--- config.mk ---
export PLATFORM = sky130hd
export DESIGN_NAME = yuyv_to_argb_converter
export DESIGN_NICKNAME = d
export VERILOG_FILES = /design/src/design/y2a_pkg.sv /design/src/design/y2a_pixel.sv /design/src/design/yuyv_to_argb_converter.sv
export VERILOG_INCLUDE_DIRS = /design/src /design/src/design
export SDC_FILE = /design/constraint.sdc
export NUM_CORES = 1
export LEC_CHECK = 0
export BUFFER_PORTS_ARGS = -buffer_cell sky130_fd_sc_hd__buf_4
export CELL_PAD_IN_SITES_DETAIL_PLACEMENT = 1
export CELL_PAD_IN_SITES_GLOBAL_PLACEMENT = 1
export CORE_ASPECT_RATIO = 0.5
export CORE_MARGIN = 1
export CORE_UTILIZATION = 51
export CTS_BUF_LIST = sky130_fd_sc_hd__clkbuf_8
export CTS_CLUSTER_SIZE = 30
export DETAILED_ROUTE_END_ITERATION = 7
export PLACE_DENSITY_LB_ADDON = 0.15
export SLEW_MARGIN = 10
export SYNTH_ARGS = -nofsm -noshare
export SYNTH_HDL_FRONTEND = slang
export SYNTH_HIERARCHICAL = 1
export SYNTH_SLANG_ARGS = --single-unit
export TNS_END_PERCENT = 50
--- constraint.sdc ---
create_clock -name clk -period 8.88 [get_ports clk]
set_clock_uncertainty 0.1 [all_clocks]
set_input_delay 0.444 -clock clk [delete_from_list [all_inputs] [get_ports clk]]
set_output_delay 0.444 -clock clk [all_outputs]
set_load 0.005 [all_outputs]
--- src/design/yuyv_to_argb_converter_assert.svh ---
`ifndef YUYV_TO_ARGB_CONVERTER_ASSERT_SVH
`define YUYV_TO_ARGB_CONVERTER_ASSERT_SVH

// Same-cycle implication, checked out of reset.
`define Y2A_ASSERT_NOW(label, clk, rst_n, cond, expr) \
    label: assert property (@(posedge clk) disable iff (!rst_n) (cond) |-> (expr)) \
        else $error("y2a: same-cycle check failed");

// Next-cycle implication, checked out of reset.
`define Y2A_ASSERT_NEXT(label, clk, rst_n, cond, expr) \
    label: assert property (@(posedge clk) disable iff (!rst_n) (cond) |=> (expr)) \
        else $error("y2a: next-cycle check failed");

`endif

--- src/design/y2a_pkg.sv ---
`default_nettype none

package y2a_pkg;

    localparam int QShift = 16;
    localparam int ChanW  = 8;
    // Q16 sums stay within +/- 2^25 for all byte inputs.
    localparam int SumW   = 26;

    localparam logic signed [SumW-1:0] COEF_RV = 26'sd92242;
    localparam logic signed [SumW-1:0] COEF_GU = 26'sd22643;
    localparam logic signed [SumW-1:0] COEF_GV = 26'sd46983;
    localparam logic signed [SumW-1:0] COEF_BU = 26'sd116589;

    localparam logic [ChanW-1:0] ALPHA    = 8'hFF;
    localparam logic [ChanW-1:0] CHAN_MAX = 8'hFF;

    typedef struct packed {
        logic [7:0] y_first;
        logic [7:0] u_shared;
        logic [7:0] y_second;
        logic [7:0] v_shared;
    } in_item_t;

    typedef struct packed {
        logic [31:0] pixel_first;
        logic [31:0] pixel_second;
    } out_item_t;

    // Chroma contributions in Q16, shared by both pixels of a pair.
    typedef struct packed {
        logic signed [SumW-1:0] red;
        logic signed [SumW-1:0] green;
        logic signed [SumW-1:0] blue;
    } chroma_terms_t;

    // Byte minus 128, as a signed value: flip the top bit.
    function automatic logic signed [SumW-1:0] chroma_offset(input logic [7:0] c);
        logic signed [7:0] d;
        d = $signed({~c[7], c[6:0]});
        return {{(SumW-8){d[7]}}, d};
    endfunction

    // Non-negative sums truncate by shift; clamp to 0..255.
    function automatic logic [ChanW-1:0] clamp_channel(input logic signed [SumW-1:0] sum);
        logic [ChanW-1:0] ch;
        if (sum[SumW-1])
            ch = '0;
        else if (|sum[SumW-2:QShift+ChanW])
            ch = CHAN_MAX;
        else
            ch = sum[QShift+ChanW-1:QShift];
        return ch;
    endfunction

endpackage

`default_nettype wire

--- src/design/y2a_pixel.sv ---
`default_nettype none

module y2a_pixel (
    input  wire logic [7:0]            luma,
    input  wire y2a_pkg::chroma_terms_t terms,
    output logic [31:0]                pixel
);

    logic signed [y2a_pkg::SumW-1:0] base;
    logic signed [y2a_pkg::SumW-1:0] sum_r;
    logic signed [y2a_pkg::SumW-1:0] sum_g;
    logic signed [y2a_pkg::SumW-1:0] sum_b;

    assign base  = $signed({{(y2a_pkg::SumW-8-y2a_pkg::QShift){1'b0}}, luma,
                            {y2a_pkg::QShift{1'b0}}});
    assign sum_r = base + terms.red;
    assign sum_g = base + terms.green;
    assign sum_b = base + terms.blue;

    assign pixel = {y2a_pkg::ALPHA,
                    y2a_pkg::clamp_channel(sum_r),
                    y2a_pkg::clamp_channel(sum_g),
                    y2a_pkg::clamp_channel(sum_b)};

endmodule

`default_nettype wire

--- src/design/yuyv_to_argb_converter.sv ---
// YUYV 4:2:2 to ARGB8888 converter.
// src channel: one YUYV group per item (y_first, u_shared, y_second, v_shared).
// dst channel: one item per group with two ARGB words, alpha 0xFF, then R, G, B.
// Both channels are valid/ready; an item moves when valid and ready are high.
// Each group passes through the input register, then the result register;
// dst_valid rises once the staged group has moved into the result register.
// Throughput: one group per cycle while dst_ready is high.
// The chroma products and the per-channel add/clamp sit between the two
// registers; chroma terms are computed once and shared by both pixels.
// Reset (rst_n low, async) empties both registers; src_ready is high after.
// When dst_ready is low with a result waiting, one more item is still taken
// into the input register; src_ready then drops until the result drains.
// No state survives an item, so stalls only delay, never alter, results.
`default_nettype none
`include "yuyv_to_argb_converter_assert.svh"

module yuyv_to_argb_converter (
    input  wire logic               clk,
    input  wire logic               rst_n,
    input  wire logic               src_valid,
    output logic                    src_ready,
    input  wire y2a_pkg::in_item_t  src_item,
    output logic                    dst_valid,
    input  wire logic               dst_ready,
    output y2a_pkg::out_item_t      dst_item
);

    logic                  stage_valid_reg;
    logic                  stage_valid_next;
    y2a_pkg::in_item_t     stage_item_reg;
    logic                  dst_valid_reg;
    logic                  dst_valid_next;
    y2a_pkg::out_item_t    dst_item_reg;
    y2a_pkg::out_item_t    result;
    y2a_pkg::chroma_terms_t terms;

    logic signed [y2a_pkg::SumW-1:0] du;
    logic signed [y2a_pkg::SumW-1:0] dv;
    logic                  out_free;
    logic                  stage_move;
    logic                  src_take;

    assign out_free   = !dst_valid_reg || dst_ready;
    assign stage_move = stage_valid_reg && out_free;
    assign src_ready  = !stage_valid_reg || out_free;
    assign src_take   = src_valid && src_ready;

    assign du = y2a_pkg::chroma_offset(stage_item_reg.u_shared);
    assign dv = y2a_pkg::chroma_offset(stage_item_reg.v_shared);

    always_comb
    begin
        terms.red   = y2a_pkg::COEF_RV * dv;
        terms.green = -(y2a_pkg::COEF_GU * du) - (y2a_pkg::COEF_GV * dv);
        terms.blue  = y2a_pkg::COEF_BU * du;
    end

    y2a_pixel u_pixel_first (
        .luma  (stage_item_reg.y_first),
        .terms (terms),
        .pixel (result.pixel_first)
    );

    y2a_pixel u_pixel_second (
        .luma  (stage_item_reg.y_second),
        .terms (terms),
        .pixel (result.pixel_second)
    );

    always_comb
    begin
        if (src_take)
            stage_valid_next = 1'b1;
        else if (stage_move)
            stage_valid_next = 1'b0;
        else
            stage_valid_next = stage_valid_reg;

        if (stage_move)
            dst_valid_next = 1'b1;
        else if (dst_ready)
            dst_valid_next = 1'b0;
        else
            dst_valid_next = dst_valid_reg;
    end

    always_ff @(posedge clk or negedge rst_n)
    begin
        if (!rst_n)
        begin
            stage_valid_reg <= 1'b0;
            dst_valid_reg   <= 1'b0;
        end
        else
        begin
            stage_valid_reg <= stage_valid_next;
            dst_valid_reg   <= dst_valid_next;
        end
    end

    always_ff @(posedge clk)
    begin
        if (src_take)
            stage_item_reg <= src_item;
        if (stage_move)
            dst_item_reg <= result;
    end

    assign dst_valid = dst_valid_reg;
    assign dst_item  = dst_item_reg;

    // an accepted item always lands in the input register
    `Y2A_ASSERT_NEXT(a_take_fills_stage, clk, rst_n, src_take, stage_valid_reg)
    // a staged item with room downstream shows up as a result next cycle
    `Y2A_ASSERT_NEXT(a_move_fills_dst, clk, rst_n, stage_move, dst_valid)
    // backpressure on src only when both registers hold items
    `Y2A_ASSERT_NOW(a_stall_only_full, clk, rst_n, !src_ready,
                    stage_valid_reg && dst_valid_reg && !dst_ready)

endmodule

`default_nettype wire
Word-level counts from Yosys, hierarchy flattened:

Index checks and enable logic that the tools add are counted.

* add/sub/neg operators: 8
* $mul: 4
* multiplexer cells: 10
* bitwise gates (word level): 2
* reductions and logical operators: 8

Operators with widths (count)
* 25-bit by 26-bit adder with 26-bit output: 6
* 17-bit by 8-bit multiplier with 25-bit output, first input constant: 2
* 8-bit 2-to-1 mux: 6
* 18-bit by 8-bit multiplier with 26-bit output, first input constant: 1
* 24-bit negation with 26-bit output: 1
* 26-bit by 25-bit subtractor with 26-bit output: 1
* 16-bit by 8-bit multiplier with 24-bit output, first input constant: 1
* 1-bit 2-to-1 mux: 4
* 2-bit nonzero test: 2
* 1-bit logical AND: 2
* 1-bit zero test: 2
* 1-bit logical OR: 2
* 1-bit NOT: 2

* bits in registers: 82
* bits of input ports: 36
* output and inout bits: 66
* word-level logic and storage cells: 44

Logic depth before layout (Yosys ltp):

Gate-level depths: netlist (run 1).

* depth in word-level cells: 6
* mapped depth: 28
* gate-level depth less buffers: 28

By module:

The synthesis (run 1) kept the hierarchy.

Modules (own cells, without submodules)
* yuyv_to_argb_converter: instances 1, cells an instance 1092, area each 12076.6 um2, seq. area each 2932.8 um2
* y2a_pixel (u_pixel_second): instances 1, cells an instance 181, area each 1448.9 um2, seq. area each 0.0 um2
* y2a_pixel (u_pixel_first): instances 1, cells an instance 169, area each 1363.8 um2, seq. area each 0.0 um2

Worst setup path after synthesis (run 1):

No wires, ideal clock.

* path kind: register to register
* start: register stage_item_reg (netlist bit dv[0])
* end: register dst_item_reg (netlist bit dst_item[40]) (data pin)
* library setup time: 0.281 ns
* arrival: 6.729 ns
* setup slack: 1.770 ns
* cell stages (with the launch flop): 27
* buffers on the path: 0
* period minus slack after synthesis: 7.110 ns
* cells stage by stage: edfxtp_1 > inv_1 > fa_1 > inv_1 > ha_1 > inv_1 > fa_1 > fa_1 > inv_1 > fa_1 > fa_1 > inv_1 > ha_1 > and3_4 > a221o_1 > a21oi_2 > a21oi_1 > a2bb2oi_1 > a311o_1 > o31ai_2 > xnor2_1 > ha_1 > a21o_1 > a21oi_1 > a21boi_1 > o22ai_1 > a211oi_1

RTL lines
* start: declaration: RTL line yuyv_to_argb_converter.sv:30 `y2a_pkg::in_item_t stage_item_reg;`
* start signal: assignment: RTL line yuyv_to_argb_converter.sv:104 `stage_item_reg <= src_item;`
* end signal: assignment: RTL line yuyv_to_argb_converter.sv:106 `dst_item_reg <= result;`
* end: declaration: RTL line yuyv_to_argb_converter.sv:33 `y2a_pkg::out_item_t dst_item_reg;`

==> flow_summary_export.csv, run 1 <==
group,metric,value,unit
setup_path,crit_path_top_delay_cell,"fa_1",
setup_path,worstSetupPathType,"flip-flop to flip-flop",
die,die_h,121,um
synth,ys.warnings.count,6,
final_layout,drive_above_1_share,10.9,%
global_routing,first_global_vias,11000,
final_layout,seq_area,2930,um2
detailed_routing,wl_met3,1.61,mm
detailed_routing,drt-met1-wl,19.0,mm
sta,worst_slew_pin_slew,1030,ps
detailed_routing,via_per_inst,5.41,
synth,syn_avg_cell_area,10.5,um2
synth,synthCells,1368,
clock_network,cts_root_buffer,"clkbuf_8",
sta,max_clock_freq,124,MHz
clock_network,cts_tree,"done",
clock_network,clk_latency,450,ps
global_routing,grt_use_total,27.6,%
final_layout,multiInputGateArea,10200,um2
setup_path,worstRegToRegCells,25,
detailed_routing,firstDrtPassIters,7,
detailed_routing,top_layer,"met4",
die,start_util,52.0,%
global_routing,grt_overflow,0,
setup_path,cp_max_fo,14,
final_layout,final_nets,1963,
detailed_routing,vias,10100,
sta,finalSetupViolCount,0,
clock_network,cts_resized,0,
die,rows,43,
sta,hold_viol,0,
setup_path,r2r_end,"dst_item[10]",
final_layout,largest_register_ffs,64,
clock_network,cts_buffer_depth,2,
placed_design,place_congestion,0.937,
global_routing,antenna_found_initial,0,
global_routing,grt_max_degree,65,
clock_network,cts.sinks,98,
final_layout,postLayoutCellArea,15800,um2
hold_path,hold_start,"src_item[17]",
run,maxCapViolations,0,
detailed_routing,drc,0,
detailed_routing,wl,38.2,mm
detailed_routing,ant_nets,0,
sta,timing.final.max_slew_violations,0,
setup_path,worstReg2RegStart,"stage_item_reg[23]",
setup_path,reg2reg_slack,790,ps
die,core_area,27700,um2
run_status,status,"finished clean",
clock_network,cts.clk_slew.worst_paths,150,ps
hold_path,whs_endpoint,"du[1]",
die,die_w,240,um
sta,finalCriticalPeriod,8090,ps
placed_design,dp_hpwl,33.0,mm
detailed_routing,routedWlPerCell,20.4,um
detailed_routing,wl_met2,17.1,mm
placed_design,portBuffers,101,
clock_network,cts_buffers,9,
setup_path,cp-start-kind,"flip-flop",
sta,max_slew_margin,31.5,%
synth,synth_area,14400,um2
setup_path,crit_path_end_kind,"flip-flop",
setup_path,arrival,8160,ps
sta,period_share,91.1,%
global_routing,grt_first_pass_wirelength,60.3,mm
setup_path,cp.required,8950,ps
hold_path,hold_path_class,"input port to flip-flop",
detailed_routing,drt-initial-drc-count,407,
clock_network,htreeDepth,3,
placed_design,placed_area,15600,um2
sta,fin_setup_tns,0,ps
setup_path,critPathMaxStageDelay,550,ps
clock_network,postCtsSetupRepairBufs,0,
hold_path,whs_path_depth,1,
die,io-pin-count,102,
final_layout,areaGrowthSynthToFinish,9.74,%
final_layout,nFillCells,3036,
die,die_area,29000,um2
sta,rsz0062_at_grt,"no",
==> critical path: cells and delay by family, from the launching register on <==
kind,cells,cell delay (ps)
compound gates,10,2680
xor+xnor,1,220
fa+ha+maj,8,3300
buf+inv,4,680
flops,1,510
simple gates,2,290
==> layout by cell type (no fill, tap or decap), types with 6 or more instances in the layout <==
cell and count:
xnor2_1 36, ha_1 282, and3_1 6, o21bai_1 6, nor2b_1 8, o21ai_0 28
edfxtp_1 96, clkbuf_8 9, o21a_1 34, xor2_1 30, nor2_1 29, conb_1 16
a21oi_2 10, nand3_1 12, inv_1 320, a211oi_1 37, nor3_1 6, a21o_1 36
a31oi_1 7, fa_1 163, nand2_1 39, nand2b_1 12, buf_4 104, a21oi_1 56
==> per-layer routing <==
metal | global-route usage (%) | up-vias
li1 | - | 4788
met1 | 39.7 | 5134
met2 | 44.0 | 176
met3 | 4.25 | 25
met4 | 5.73 | 0
met5 | 0 | -
==> worst max path at each step <==
stage | from | end | slack (ps) | cells past startpoint
finish | stage_item_reg[23] | dst_item[10] | 790 | 25
CTS | stage_item_reg[23] | dst_item[10] | 830 | 25
floorplan | dv[0] | dst_item[40] | 1870 | 26
global route | stage_item_reg[23] | dst_item[45] | 390 | 25
detailed placement | stage_item_reg[23] | dst_item[10] | 900 | 25
global placement | stage_item_reg[23] | dst_item[10] | 1230 | 23
==> final cells by class <==
type                    count  share of cell area, %
diodes                      1                 0.0158
clock buffers               9                  0.784
clock inverters             7                  0.459
inverters                 320                   7.60
multi-input cells         948                   64.6
flip-flops and latches     98                   18.6
well taps                 382                   3.02
repair buffers            105                   5.00
==> timing repair <==
action / in CTS / in global routing
endpoints found under the hold margin: 2 / 0
setup endpoints to repair: 0 / 0
hold buffers: 1 / 0
==> stage by stage <==
step / std cells / hold slack (ps) / setup slack [ps] / utilization [%]
floorplan: 1382 / 48.4 / 1870 / -
global placement: 1852 / 127 / 1230 / 56.3
detailed placement: 1852 / 130 / 902 / 56.3
CTS: 1869 / 25.1 / 828 / 57.0
global route: 1869 / 42.0 / 393 / 57.0
finish: 1870 / 56.1 / 791 / 57.1
Power of run 1 is left out: the tool's default activity adds up to more than one toggle a clock period on the data nets, which glitch-free logic cannot reach.
==> inputs of run 2 (changes only) <==
CORE_UTILIZATION = 55   (was 51)
MAX_ROUTING_LAYER = met4   (was default)
clock period = 9.6 ns   (was 8.88 ns; I/O delays follow)
==> run 2 against run 1 <==
  * Sequential share of layout area grew 0.056 points
  * Via count grew 2.3%
  * Wire length grew 4.7%
  * Flip-flop and latch count is the same
  * Cell area shrank 0.30%
  * Non-clock buffer count shrank 2
  * Register-to-register slack gained 620 ps
  * Critical path type unchanged
  * Largest cell class unchanged
==> flow_summary_export.csv, run 2 (same netlist as run 1, synthesis figures left out) <==
group,metric,value,unit
hold_path,whs_path_depth,1,
setup_path,worstReg2RegStart,"stage_item_reg[7]",
clock_network,cts_hold_buf,1,
setup_path,reg2reg_slack,1410,ps
clock_network,cts_buffer_depth,2,
global_routing,grt_overflow,0,
setup_path,critPathTopFamily,"adder cells",
placed_design,place_congestion,0.931,
sta,finalCriticalPeriod,8190,ps
clock_network,postCtsSetupRepairBufs,0,
detailed_routing,wl,40.0,mm
final_layout,final_nets,1961,
sta,worst_slew_pin_slew,1050,ps
setup_path,r2r_end,"dst_item[46]",
placed_design,dp.cells,1812,
detailed_routing,firstDrtPassIters,5,
die,start_util,56.6,%
sta,hold_viol,0,
setup_path,crit_path_top_delay_cell,"edfxtp_1",
detailed_routing,routedWlPerCell,21.9,um
setup_path,cp_num_buf_inv,4,
placed_design,dp_hpwl,34.2,mm
die,rows,41,
hold_path,whs_endpoint,"du[6]",
final_layout,largest_register_ffs,64,
clock_network,htreeDepth,3,
run,maxCapViolations,0,
clock_network,cts_resized,0,
setup_path,cp.required,9630,ps
setup_path,worstSetupPathType,"flip-flop to flip-flop",
sta,rsz0062_at_grt,"no",
setup_path,crit_path_end_kind,"flip-flop",
detailed_routing,drt-initial-drc-count,572,
die,core_area,25400,um2
global_routing,antenna_found_initial,1,
run_status,status,"finished clean",
detailed_routing,ant_nets,0,
sta,whs,96.8,ps
setup_path,worstRegToRegCells,25,
final_layout,areaGrowthSynthToFinish,9.41,%
clock_network,cts.sinks,98,
final_layout,nFillCells,2820,
clock_network,cts_tree,"done",
setup_path,arrival,8220,ps
global_routing,grt_use_total,32.0,%
detailed_routing,via_per_inst,5.66,
hold_path,hold_start,"src_item[22]",
clock_network,cts_buffers,9,
global_routing,grt_max_degree,65,
die,die_area,26900,um2
die,die_w,231,um
clock_network,cts.clk_slew.worst_paths,150,ps
detailed_routing,drc,0,
global_routing,grt_first_pass_wirelength,62.0,mm
detailed_routing,vias,10400,
hold_path,hold_path_class,"input port to flip-flop",
sta,timing.final.max_slew_violations,0,
final_layout,drive_above_1_share,10.7,%
setup_path,critPathMaxStageDelay,680,ps
die,die_h,116,um
final_layout,final_cell_mix,"320 x inv_1, 282 x ha_1, 163 x fa_1",
die,io-pin-count,102,
final_layout,post-route-util,61.9,%
final_layout,finalNonFillerCells,1830,
sta,max_clock_freq,122,MHz
sta,fin_setup_tns,0,ps
final_layout,final_common_cell,"inv_1",
clock_network,cts_root_buffer,"clkbuf_8",
sta,max_slew_margin,29.4,%
setup_path,cp_max_fo,8,
placed_design,portBuffers,101,
global_routing,first_global_vias,11100,
sta,finalSetupViolCount,0,
clock_network,clk_latency,440,ps
setup_path,cp-start-kind,"flip-flop",
sta,period_share,85.3,%
run 2: cell count changes in the layout (fill, tap and decap cells not counted), sizes merged:
cell      before  now
clkinvlp       3    0
buf          104  102
inv          323  322
bufinv         0    1
clkinv         1    4
run 2: layer usage:
layer	share of wire, %	up-vias	track usage, %
met4	1.5	0	7.11
li1	-	4778	-
met5	0	-	-
met2	46	269	50.6
met1	47	5269	43.3
met3	6.0	36	5.47
run 2: area by class of cell:
| class | count | area (um2) | share of cell area, % |
|---|---|---|---|
| timing repair buffer | 103 | 776 | 4.92 |
| antenna | 1 | 2.50 | 0.0159 |
| inverter | 320 | 1200 | 7.62 |
| sequential | 98 | 2930 | 18.6 |
| clock buffer | 9 | 124 | 0.786 |
| clock inverter | 7 | 87.6 | 0.556 |
| multi-input combinational | 948 | 10200 | 64.8 |
| tap | 344 | 430 | 2.73 |
run 2: worst register-to-register path: stages (launching register included):
cell       delay [ps]
edfxtp_1          680
inv_1             320
ha_1              510
ha_1              270
fa_1              530
inv_1              50
fa_1              380
fa_1              550
inv_1              70
fa_1              490
inv_1              50
ha_1              300
and3_4            190
a221o_1           470
a21oi_2           180
a21oi_1            70
a2bb2oi_1         170
a311o_1           440
o31ai_2           220
xnor2_1           230
ha_1              360
a21o_1            220
a21oi_1           270
a21boi_1          120
o22ai_1           530
a211oi_1          120
run 2: worst max path at each step:
stage	from	to	slack, ps	cells after the start
2_1_floorplan	dv[0]	dst_item[40]	2590	26
3_5_place_dp	stage_item_reg[7]	dst_item[42]	1490	25
4_1_cts	dv[0]	dst_item[41]	1450	26
6_report	stage_item_reg[7]	dst_item[46]	1410	25
3_3_place_gp	dv[0]	dst_item[11]	1890	24
5_1_grt	stage_item_reg[7]	dst_item[41]	1110	25
run 2: stage by stage:
| stage | area (um2) | setup WS [ps] |
|---|---|---|
| 2_1_floorplan | 14500 | 2590 |
| 3_3_place_gp | 15500 | 1890 |
| 3_5_place_dp | 15500 | 1490 |
| 4_1_cts | 15800 | 1450 |
| 5_1_grt | 15800 | 1110 |
| 6_report | 15800 | 1410 |
Power of run 2 is left out for the same reason.
